### src/rtl/kmd_pkg.sv
package kmd_pkg;

  // Field widths fixed by the word formats
  localparam int unsigned RowW = 3;
  localparam int unsigned ColW = 8;
  localparam int unsigned ColIdxW = 3;

  // Matrix size defaults
  localparam int unsigned ROWS_DEFAULT = 8;
  localparam int unsigned COLS_DEFAULT = 8;

  // Pending change word handed from the row store to the event emitter
  typedef struct packed {
    logic [RowW-1:0] row;
    logic [ColW-1:0] mask;
    logic [ColW-1:0] sample;
  } pend_t;

  // Handshake between row store and emitter
  typedef struct packed {
    logic load;
    pend_t word;
  } pend_load_t;

endpackage

### src/rtl/kmd_in_if.sv
interface kmd_in_if;
  logic valid;
  logic ready;
  logic [kmd_pkg::RowW-1:0] scan_row;
  logic [kmd_pkg::ColW-1:0] column_bits;

  modport source (output valid, output scan_row, output column_bits, input ready);
  modport sink (input valid, input scan_row, input column_bits, output ready);
endinterface

### src/rtl/kmd_out_if.sv
interface kmd_out_if;
  logic valid;
  logic ready;
  logic [kmd_pkg::ColIdxW-1:0] event_column;
  logic [kmd_pkg::RowW-1:0] event_row;
  logic pressed;
  logic last_event;

  modport source (output valid, output event_column, output event_row, output pressed,
                  output last_event, input ready);
  modport sink (input valid, input event_column, input event_row, input pressed,
                input last_event, output ready);
endinterface

### src/rtl/key_matrix_debounce_scanner.sv
// Channel   Dir  Payload                                        Accepted when
// scan_in   in   scan_row[2:0], column_bits[7:0]                valid && ready
// events    out  event_column[2:0], event_row[2:0], pressed,    valid && ready
//                last_event
//
// A sample word is compared and the row state updated in the cycle it is
// accepted; a changed row is queued as one pending word and the emitter sends
// one event per cycle from it while the events port is not stalled; each event
// passes through the pending word register and then the output register. A
// changed sample holds off the next sample until the event of its last changed
// column is being sent. Reset clears both row stores at once. A stalled events
// port holds its word and stops new samples once the pending word is full.
module key_matrix_debounce_scanner #(
  parameter int unsigned ROWS = kmd_pkg::ROWS_DEFAULT,
  parameter int unsigned COLS = kmd_pkg::COLS_DEFAULT
) (
  input logic       clk,
  input logic       rst,
  kmd_in_if.sink    scan_in,
  kmd_out_if.source events
);

  kmd_pkg::pend_load_t pend;
  logic                can_load;

  kmd_row_store #(
    .ROWS(ROWS),
    .COLS(COLS)
  ) u_store (
    .clk     (clk),
    .rst     (rst),
    .scan_in (scan_in),
    .can_load(can_load),
    .pend_out(pend)
  );

  kmd_event_emitter u_emit (
    .clk     (clk),
    .rst     (rst),
    .pend_in (pend),
    .can_load(can_load),
    .events  (events)
  );

endmodule

### src/rtl/kmd_row_store.sv
module kmd_row_store #(
  parameter int unsigned ROWS = kmd_pkg::ROWS_DEFAULT,
  parameter int unsigned COLS = kmd_pkg::COLS_DEFAULT
) (
  input  logic                clk,
  input  logic                rst,
  kmd_in_if.sink              scan_in,
  input  logic                can_load,
  output kmd_pkg::pend_load_t pend_out
);

  localparam int unsigned RowIdxW = (ROWS > 1) ? $clog2(ROWS) : 1;
  localparam logic [kmd_pkg::ColW-1:0] ColMask =
    kmd_pkg::ColW'((9'd1 << COLS) - 9'd1);

  logic [kmd_pkg::ColW-1:0] last_sample [ROWS];
  logic [kmd_pkg::ColW-1:0] stable_state [ROWS];

  logic                     accept;
  logic                     in_range;
  logic [RowIdxW-1:0]       idx;
  logic [kmd_pkg::ColW-1:0] sample;
  logic [kmd_pkg::ColW-1:0] last_rd;
  logic [kmd_pkg::ColW-1:0] stable_rd;
  logic                     is_new;
  logic                     is_change;

  assign scan_in.ready = can_load;
  assign accept = scan_in.valid && can_load;

  // Row lookup and compare
  assign in_range  = ({1'b0, scan_in.scan_row} < (kmd_pkg::RowW + 1)'(ROWS));
  assign idx       = RowIdxW'(scan_in.scan_row);
  assign sample    = scan_in.column_bits & ColMask;
  assign last_rd   = last_sample[idx];
  assign stable_rd = stable_state[idx];
  assign is_new    = (sample != last_rd);
  assign is_change = !is_new && (sample != stable_rd);

  // Change word for the emitter
  always_comb begin
    pend_out.load        = accept && in_range && is_change;
    pend_out.word.row    = scan_in.scan_row;
    pend_out.word.mask   = sample ^ stable_rd;
    pend_out.word.sample = sample;
  end

  // Per-row state update on each accepted in-range word
  always_ff @(posedge clk) begin
    if (rst) begin
      for (int r = 0; r < ROWS; r++) begin
        last_sample[r]  <= '0;
        stable_state[r] <= '0;
      end
    end else if (accept && in_range) begin
      if (is_new) begin
        last_sample[idx] <= sample;
      end else if (is_change) begin
        stable_state[idx] <= sample;
      end
    end
  end

endmodule

### src/rtl/kmd_event_emitter.sv
module kmd_event_emitter (
  input  logic                clk,
  input  logic                rst,
  input  kmd_pkg::pend_load_t pend_in,
  output logic                can_load,
  kmd_out_if.source           events
);

  logic [kmd_pkg::RowW-1:0]    pend_row;
  logic [kmd_pkg::ColW-1:0]    pend_mask;
  logic [kmd_pkg::ColW-1:0]    pend_sample;
  logic                        out_valid;
  logic [kmd_pkg::ColIdxW-1:0] out_col;
  logic [kmd_pkg::RowW-1:0]    out_row;
  logic                        out_pressed;
  logic                        out_last;

  logic                        advance;
  logic [kmd_pkg::ColIdxW-1:0] low_col;
  logic [kmd_pkg::ColW-1:0]    rest;

  // Lowest pending column
  always_comb begin
    low_col = '0;
    for (int c = kmd_pkg::ColW - 1; c >= 0; c--) begin
      if (pend_mask[c]) begin
        low_col = kmd_pkg::ColIdxW'(c);
      end
    end
  end

  assign rest     = pend_mask & (pend_mask - kmd_pkg::ColW'(1));
  assign advance  = (pend_mask != '0) && (!out_valid || events.ready);
  assign can_load = (pend_mask == '0) || (advance && (rest == '0));

  // Pending change word
  always_ff @(posedge clk) begin
    if (rst) begin
      pend_mask <= '0;
    end else if (pend_in.load) begin
      pend_mask <= pend_in.word.mask;
    end else if (advance) begin
      pend_mask <= rest;
    end
  end

  always_ff @(posedge clk) begin
    if (pend_in.load) begin
      pend_row    <= pend_in.word.row;
      pend_sample <= pend_in.word.sample;
    end
  end

  // Output register, one event word per cycle while the events port is not stalled
  always_ff @(posedge clk) begin
    if (rst) begin
      out_valid <= 1'b0;
    end else if (advance) begin
      out_valid <= 1'b1;
    end else if (events.ready) begin
      out_valid <= 1'b0;
    end
  end

  always_ff @(posedge clk) begin
    if (advance) begin
      out_col     <= low_col;
      out_row     <= pend_row;
      out_pressed <= pend_sample[low_col];
      out_last    <= (rest == '0);
    end
  end

  assign events.valid        = out_valid;
  assign events.event_column = out_col;
  assign events.event_row    = out_row;
  assign events.pressed      = out_pressed;
  assign events.last_event   = out_last;

endmodule
### src/flat_wrapper.sv
// flat-port wrapper written by rule: the top's interface ports become plain ports
module key_matrix_debounce_scanner_flat 
#(
  parameter int unsigned ROWS = kmd_pkg::ROWS_DEFAULT,
  parameter int unsigned COLS = kmd_pkg::COLS_DEFAULT
)
  (clk, rst, scan_in_valid, scan_in_scan_row, scan_in_column_bits, scan_in_ready, events_valid, events_event_column, events_event_row, events_pressed, events_last_event, events_ready);
  kmd_in_if scan_in_i ();
  kmd_out_if events_i ();
  input logic clk;
  input logic rst;
  input wire logic [$bits(scan_in_i.valid)-1:0] scan_in_valid;
  input wire logic [$bits(scan_in_i.scan_row)-1:0] scan_in_scan_row;
  input wire logic [$bits(scan_in_i.column_bits)-1:0] scan_in_column_bits;
  output wire logic [$bits(scan_in_i.ready)-1:0] scan_in_ready;
  output wire logic [$bits(events_i.valid)-1:0] events_valid;
  output wire logic [$bits(events_i.event_column)-1:0] events_event_column;
  output wire logic [$bits(events_i.event_row)-1:0] events_event_row;
  output wire logic [$bits(events_i.pressed)-1:0] events_pressed;
  output wire logic [$bits(events_i.last_event)-1:0] events_last_event;
  input wire logic [$bits(events_i.ready)-1:0] events_ready;
  assign scan_in_i.valid = scan_in_valid;
  assign scan_in_i.scan_row = scan_in_scan_row;
  assign scan_in_i.column_bits = scan_in_column_bits;
  assign scan_in_ready = scan_in_i.ready;
  assign events_valid = events_i.valid;
  assign events_event_column = events_i.event_column;
  assign events_event_row = events_i.event_row;
  assign events_pressed = events_i.pressed;
  assign events_last_event = events_i.last_event;
  assign events_i.ready = events_ready;
  key_matrix_debounce_scanner #(.ROWS(ROWS), .COLS(COLS)) u_core (.clk(clk), .rst(rst), .scan_in(scan_in_i), .events(events_i));
endmodule
### config.mk
export PLATFORM = sky130hd
export DESIGN_NAME = key_matrix_debounce_scanner_flat
export DESIGN_NICKNAME = d
export VERILOG_FILES = /design/src/rtl/kmd_pkg.sv /design/src/rtl/kmd_in_if.sv /design/src/rtl/kmd_out_if.sv /design/src/rtl/key_matrix_debounce_scanner.sv /design/src/rtl/kmd_row_store.sv /design/src/rtl/kmd_event_emitter.sv /design/src/flat_wrapper.sv
export SDC_FILE = /design/constraint.sdc
export NUM_CORES = 1
export LEC_CHECK = 0
export ABC_CLOCK_PERIOD_IN_PS = 10100
export BUFFER_PORTS_ARGS = -buffer_cell sky130_fd_sc_hd__buf_2
export CORE_UTILIZATION = 40
export DETAILED_ROUTE_END_ITERATION = 6
export MAX_ROUTING_LAYER = met4
export SYNTH_ARGS = -nofsm -noshare
export SYNTH_HDL_FRONTEND = slang
export SYNTH_HIERARCHICAL = 1
export SYNTH_SLANG_ARGS = --single-unit
### constraint.sdc
create_clock -name clk -period 10.1 [get_ports clk]
set_clock_uncertainty 0.2 [all_clocks]
set_input_delay 1.01 -clock clk [delete_from_list [all_inputs] [get_ports clk]]
set_output_delay 1.01 -clock clk [all_outputs]
set_load 0.03 [all_outputs]
==> results.ini, run 1 <==
[run_status]
outcome=finished clean

[layout]
final_cells=886
num_antenna_cells=0
final_nets=618
syn_to_final_growth_pct=7.81
layout-drive-gt1-share_pct=21.4
fin_area_um2=8980

[grt]
grt_max_degree=81
grt-ovfl-total=0
grt_antenna_before_repair=0
grt_util_all_layers_pct=19.6
first_global_vias=5228
grt_pass1_wl_um=30600

[yosys]
avgSynthCellArea_um2=13.4
yosysSeqAreaShare_pct=55.2
synth.area.top_cells=edfxtp_1, nor4b_2, mux2i_1
ys.flop_type=edfxtp_1
ys_types=64
syn-num-nets=637
async_flop_share_pct=0
synth_edf_count=147
ys_ff_latch=156
synth.largest_area_cell=edfxtp_1
synth_top_area_share_pct=53.0
synthesis.area_um2=8330
synth_cells=622
yosys_warnings=6

[floorplan]
die_h_um=146
initial_utilization_pct=41.0
core_um2=20300
dieArea_um2=21400
pin_count=25
rows=52
die_w_um=146

[worst_setup_path]
r2r-end=u_core/u_store/stable_state[6][6]
cp_max_fo=80
crit_end=u_core/u_store/stable_state[0][2]
timing.rr.start=u_core/u_emit/pend_mask[0]
critPathCaptureType=register
rr_worst_depth=8
slowest_delay_ns=1.05
r2r_slack_ns=5.64
critPathLaunchType=primary input
cp_cell_sequence=buf_2, buf_4, mux4_2, mux2i_1, xor2_1, o221ai_1, or4_4, buf_4, o31ai_1
critPathKind=in -> reg
crit_start=scan_in_scan_row[0]
crit_required_ns=9.93
slowest_stage=o31ai_1
cp.arrival_ns=5.35
cpMostUsedCell=buf_4

[clock_network]
postCtsSetupRepairBufs=0
path_clk_slew_ns=0.06
ctsHoldBuffers=0
cts_buffers=17
cts-root-buf=clkbuf_16
cts_sinks=156
cts_max_path_buffers=2
htree_levels=4
cts_tree=yes
cts_resized=0
clkLatencyLatePin_ns=0.42

[timing]
slew_headroom_pct=17.4
setup_tns_ns=0
setup_viol=0
fmax_mhz=181
tightest_slew_ns=1.23
hold_viol_final=0
maxSlewViolCount=0
period_minus_slack_ns=5.52
rsz0062_at_grt=false
fin_crit_sh_pct=54.6

[detailed_routing]
route.detailed.drc=0
routed_wl_um=19600
vias_per_cell=5.99
wire_per_inst_um=22.2
drtAntennaViolNets=0
drt_iter0_markers=531
num_vias=5304
drt_pre_antenna_iters=4

[placement]
dpl_cell_area_um2=8410
dp_cells=854
numPortBuffers=24
dp_hpwl_um=12300
globalplace.congestion=0.865

[worst_hold_path]
worst_hold_path_type=reg -> reg

[power_and_ir_drop]
power_density_nw_per_um2=162
ir_worst_vdd_mv=0.0754
p_leak_uw=0.00293

[job]
maxCapViolations=0

## state kept, by name, summed over array words and instances (netlist names)
register / flops
u_core/u_emit/events.last_event: 1
u_core/u_emit/events.valid: 1
u_core/u_store/last_sample: 64
u_core/u_emit/events.event_column: 3
u_core/u_emit/pend_mask: 8
u_core/u_emit/pend_sample: 8
u_core/u_emit/events.event_row: 3
u_core/u_store/stable_state: 64
u_core/u_emit/events.pressed: 1
u_core/u_emit/pend_row: 3
## per-layer routing
layer | vias up | wire length, um | global-route usage, %
li1 | 2417 | - | -
met1 | 2673 | 8750 | 25.9
met2 | 189 | 9370 | 30.4
met3 | 25 | 1220 | 3.62
met4 | 0 | 284 | 6.67
met5 | - | 0 | -
## metrics by stage
step	setup WS (ns)	hold WS, ns	util, %	power (uW)
3_5_place_dp	4.23	0.205	41.5	857
2_1_floorplan	5.13	0.200	-	823
6_report	4.58	0.218	44.2	1450
4_1_cts	4.64	0.220	44.2	1460
5_1_grt	4.31	0.229	44.2	1490
3_3_place_gp	4.39	0.214	41.5	855
## critical path, delay by kind of cell
family / cells / cell delay [ns]
buffers and inverters: 3 / 1.22
multiplexers: 2 / 0.78
XOR/XNOR: 1 / 0.18
AND/OR/NAND/NOR: 1 / 0.89
AO/OA/AOI/OAI: 2 / 1.18
## cell usage in the layout, fill, tap and decap left out, types with 6 or more instances in the layout
master,count
edfxtp_1,147
nor3b_1,50
mux2i_1,46
nor4b_2,37
nor2_1,32
nor4b_1,28
nand2_1,26
buf_2,24
clkbuf_16,17
and4_1,16
a21oi_1,14
o22ai_1,12
o31ai_1,9
dfxtp_1,9
mux4_2,9
nand2b_1,8
a22oi_1,8
buf_4,7
nor3_1,7
nor2b_1,6
inv_1,6
a31o_2,6
## worst min-delay path by stage
stage | from | cells after the start | end | slack (ns)
2_1_floorplan | u_core/u_emit/pend_row[0] | 0 | u_core/u_emit/events.event_row[0] | 0.20
3_3_place_gp | u_core/u_emit/pend_row[1] | 0 | u_core/u_emit/events.event_row[1] | 0.21
6_report | u_core/u_emit/pend_row[1] | 0 | u_core/u_emit/events.event_row[1] | 0.22
4_1_cts | u_core/u_emit/pend_row[1] | 0 | u_core/u_emit/events.event_row[1] | 0.22
5_1_grt | u_core/u_emit/pend_row[1] | 0 | u_core/u_emit/events.event_row[1] | 0.23
3_5_place_dp | u_core/u_emit/pend_row[1] | 0 | u_core/u_emit/events.event_row[1] | 0.20
## area by class of cell
cell class                      count  area (um^2)
Fill cell                        1829        11300
Clock inverter                     15          140
Clock buffer                       17          425
Multi-Input combinational cell    390         3280
Timing Repair Buffer               31          173
Inverter                            7         26.3
Sequential cell                   156         4590
Tap cell                          270          338
## logic make-up (layout without fill, tap and decap cells)
family,Yosys count,after routing,synth area share [%]
muxes,59,59,8.50
buffers and inverters,76,70,5.56
xor gates and xnor gates,4,4,0.421
AOI/OAI and AO/OA,89,89,7.93
adders and majority gates,1,1,0.120
and+or+nand+nor,237,237,22.3
DFF,156,156,55.2
## synthesized netlist by cell type (all sizes together) (2+ instances only)
cell type / count
o21ai: 5
or2: 2
and4: 16
edfxtp: 147
o21bai: 2
inv: 6
nor4b: 66
or3: 3
a22oi: 8
o31ai: 9
o221ai: 2
mux2i: 46
nand3: 5
a22o: 2
xor2: 3
o32ai: 2
o21a: 5
a41o: 3
and3: 6
nor3: 8
nor2b: 6
mux4: 9
o211ai: 2
buf: 44
a211oi: 5
mux2: 4
and2: 2
nor4: 3
nand2: 26
a31o: 6
or4: 2
clkbuf: 24
dfxtp: 9
a21boi: 3
a21oi: 15
nand2b: 8
nor2: 33
nor3b: 50
o22ai: 12
## power breakdown
group | total, uW | internal (uW) | switching, uW | leakage (uW)
combinational | 112 | 37.1 | 75.2 | 0.00109
sequential | 732 | 726 | 6.58 | 0.00157
clock | 609 | 343 | 266 | 0.000268
total | 1450 | 1110 | 348 | 0.00293
No activity file was read; power rests on OpenSTA's default activity.
==> run 2, diff against run 1 <==
--- a/config.mk
+++ b/config.mk
@@ -5,7 +5,7 @@
 export SDC_FILE = /design/constraint.sdc
 export NUM_CORES = 1
 export LEC_CHECK = 0
-export ABC_CLOCK_PERIOD_IN_PS = 10100
+export ABC_CLOCK_PERIOD_IN_PS = 4500
 export BUFFER_PORTS_ARGS = -buffer_cell sky130_fd_sc_hd__buf_2
 export CORE_UTILIZATION = 40
 export DETAILED_ROUTE_END_ITERATION = 6
==> constraint.sdc (replaced) <==
create_clock -name clk -period 4.5 [get_ports clk]
set_clock_uncertainty 0.2 [all_clocks]
set_input_delay 0.45 -clock clk [delete_from_list [all_inputs] [get_ports clk]]
set_output_delay 0.45 -clock clk [all_outputs]
set_load 0.03 [all_outputs]
==> results.ini, run 2 (synthesized netlist as in run 1, its figures left out) <==
[floorplan]
die_h_um=146
initial_utilization_pct=41.0
dieArea_um2=21400
rows=52
core_um2=20300
pin_count=25
die_w_um=146

[clock_network]
ctsHoldBuffers=0
path_clk_slew_ns=0.06
cts_buffers=17
clkLatencyLatePin_ns=0.42
htree_levels=4
cts-root-buf=clkbuf_16
cts_tree=yes
cts_resized=0
cts_sinks=156
cts_max_path_buffers=2
postCtsSetupRepairBufs=0

[timing]
setup_viol=0
rsz0062_at_grt=false
hold_viol_final=0
fmax_mhz=261
maxSlewViolCount=0
fin_crit_sh_pct=85.0
slew_headroom_pct=55.6
setup_tns_ns=0
tightest_slew_ns=0.666
period_minus_slack_ns=3.82

[detailed_routing]
drt_pre_antenna_iters=5
route.detailed.drc=0
drtAntennaViolNets=0
num_vias=5409
wire_per_inst_um=22.3
drt_iter0_markers=506
routed_wl_um=20300
vias_per_cell=5.94

[worst_setup_path]
crit_required_ns=4.43
critPathCaptureType=register
critPathKind=reg -> reg
cp.arrival_ns=3.76
cp_max_fo=12
timing.rr.start=u_core/u_emit/pend_mask[0]
rr_worst_depth=8
r2r-end=u_core/u_store/stable_state[2][7]
r2r_slack_ns=0.68
critPathLaunchType=register

[placement]
numPortBuffers=24
globalplace.congestion=0.877
dp_hpwl_um=13600

[worst_hold_path]
worst_hold_path_type=reg -> reg
hold_path_startpoint=u_core/u_emit/pend_row[0]
min_to=u_core/u_emit/events.event_row[0]
hold_depth=0

[power_and_ir_drop]
power_uw=3340
p_leak_uw=0.00306
ir_worst_vdd_mv=0.257
power_density_nw_per_um2=363

[grt]
grt_util_all_layers_pct=20.4
grt_max_degree=73
grt-ovfl-total=0
grt_pass1_wl_um=31900
grt_antenna_before_repair=0
first_global_vias=5490

[layout]
layout_common_cells=edfxtp_1, nor3b_1, mux2i_1
top_regs=u_core/u_store/last_sample (64), u_core/u_store/stable_state (64)
final_nets=643
layout-drive-gt1-share_pct=24.3
num_antenna_cells=0
syn_to_final_growth_pct=10.5
mostFrequentLayoutCell=edfxtp_1
post-route-util_pct=45.3

[job]
maxCapViolations=0

[run_status]
outcome=finished clean

## run 2: cell count changes in the layout (fill, tap and decap cells not counted), sizes merged
cell      change
buf          +25
bufinv        +1
clkbuf        +1
clkinv        -1
clkinvlp      -3
inv           +2
## run 2: metrics by stage
stage / worst slack [ns] / instances / hold WS, ns / instance area (um^2)
final: 0.675 / 911 / 0.229 / 9200
after CTS: 0.682 / 911 / 0.213 / 9200
after global routing: 0.426 / 911 / 0.241 / 9200
after floorplan: 0.0890 / 622 / 0.200 / 8330
after detailed placement: 0.406 / 879 / 0.217 / 8610
after global placement: 0.395 / 879 / 0.208 / 8610
## run 2: area by class of cell
class	instances	area, um^2
fill	1872	11100
sequential	156	4590
multi-input combinational	390	3280
clock buffer	18	429
timing repair buffer	56	373
tap	270	338
clock inverter	14	160
inverter	7	26.3
## run 2: worst max-delay path by stage
| stage | start | depth (start not counted) | slack [ns] | end |
|---|---|---|---|---|
| after floorplan | scan_in_scan_row[2] | 15 | 0.09 | u_core/u_emit/pend_mask[6] |
| after global placement | scan_in_scan_row[0] | 8 | 0.39 | u_core/u_store/stable_state[7][3] |
| after detailed placement | scan_in_scan_row[0] | 8 | 0.41 | u_core/u_store/stable_state[7][3] |
| after CTS | u_core/u_emit/pend_mask[0] | 8 | 0.68 | u_core/u_store/stable_state[2][7] |
| after global routing | u_core/u_emit/pend_mask[0] | 8 | 0.43 | u_core/u_store/stable_state[2][2] |
| final | u_core/u_emit/pend_mask[0] | 8 | 0.68 | u_core/u_store/stable_state[2][7] |
## run 2: power by group
part           leakage (uW)  switching [uW]  total, uW  internal (uW)
clock              0.000288             597       1430            831
sequential          0.00157            17.4       1650           1630
combinational       0.00121             170        263           93.2
## run 2: worst max-delay path, cell delays in order, from the launching register on
cell	delay, ns
dfxtp_1	0.42
or4_4	0.64
nor4_1	0.48
a21o_1	0.16
nand2_1	0.10
nor2_2	0.45
nand3_1	0.51
o31ai_1	0.35
buf_4	0.22
## run 2: metal layers
metal	routed length [um]	vias to the layer above	part of all wire, %	GRT usage, %
li1	-	2467	-	-
met1	9070	2753	45	26.6
met2	9810	157	48	31.9
met3	929	32	4.6	3.59
met4	544	0	2.7	7.45
met5	0	-	0	-
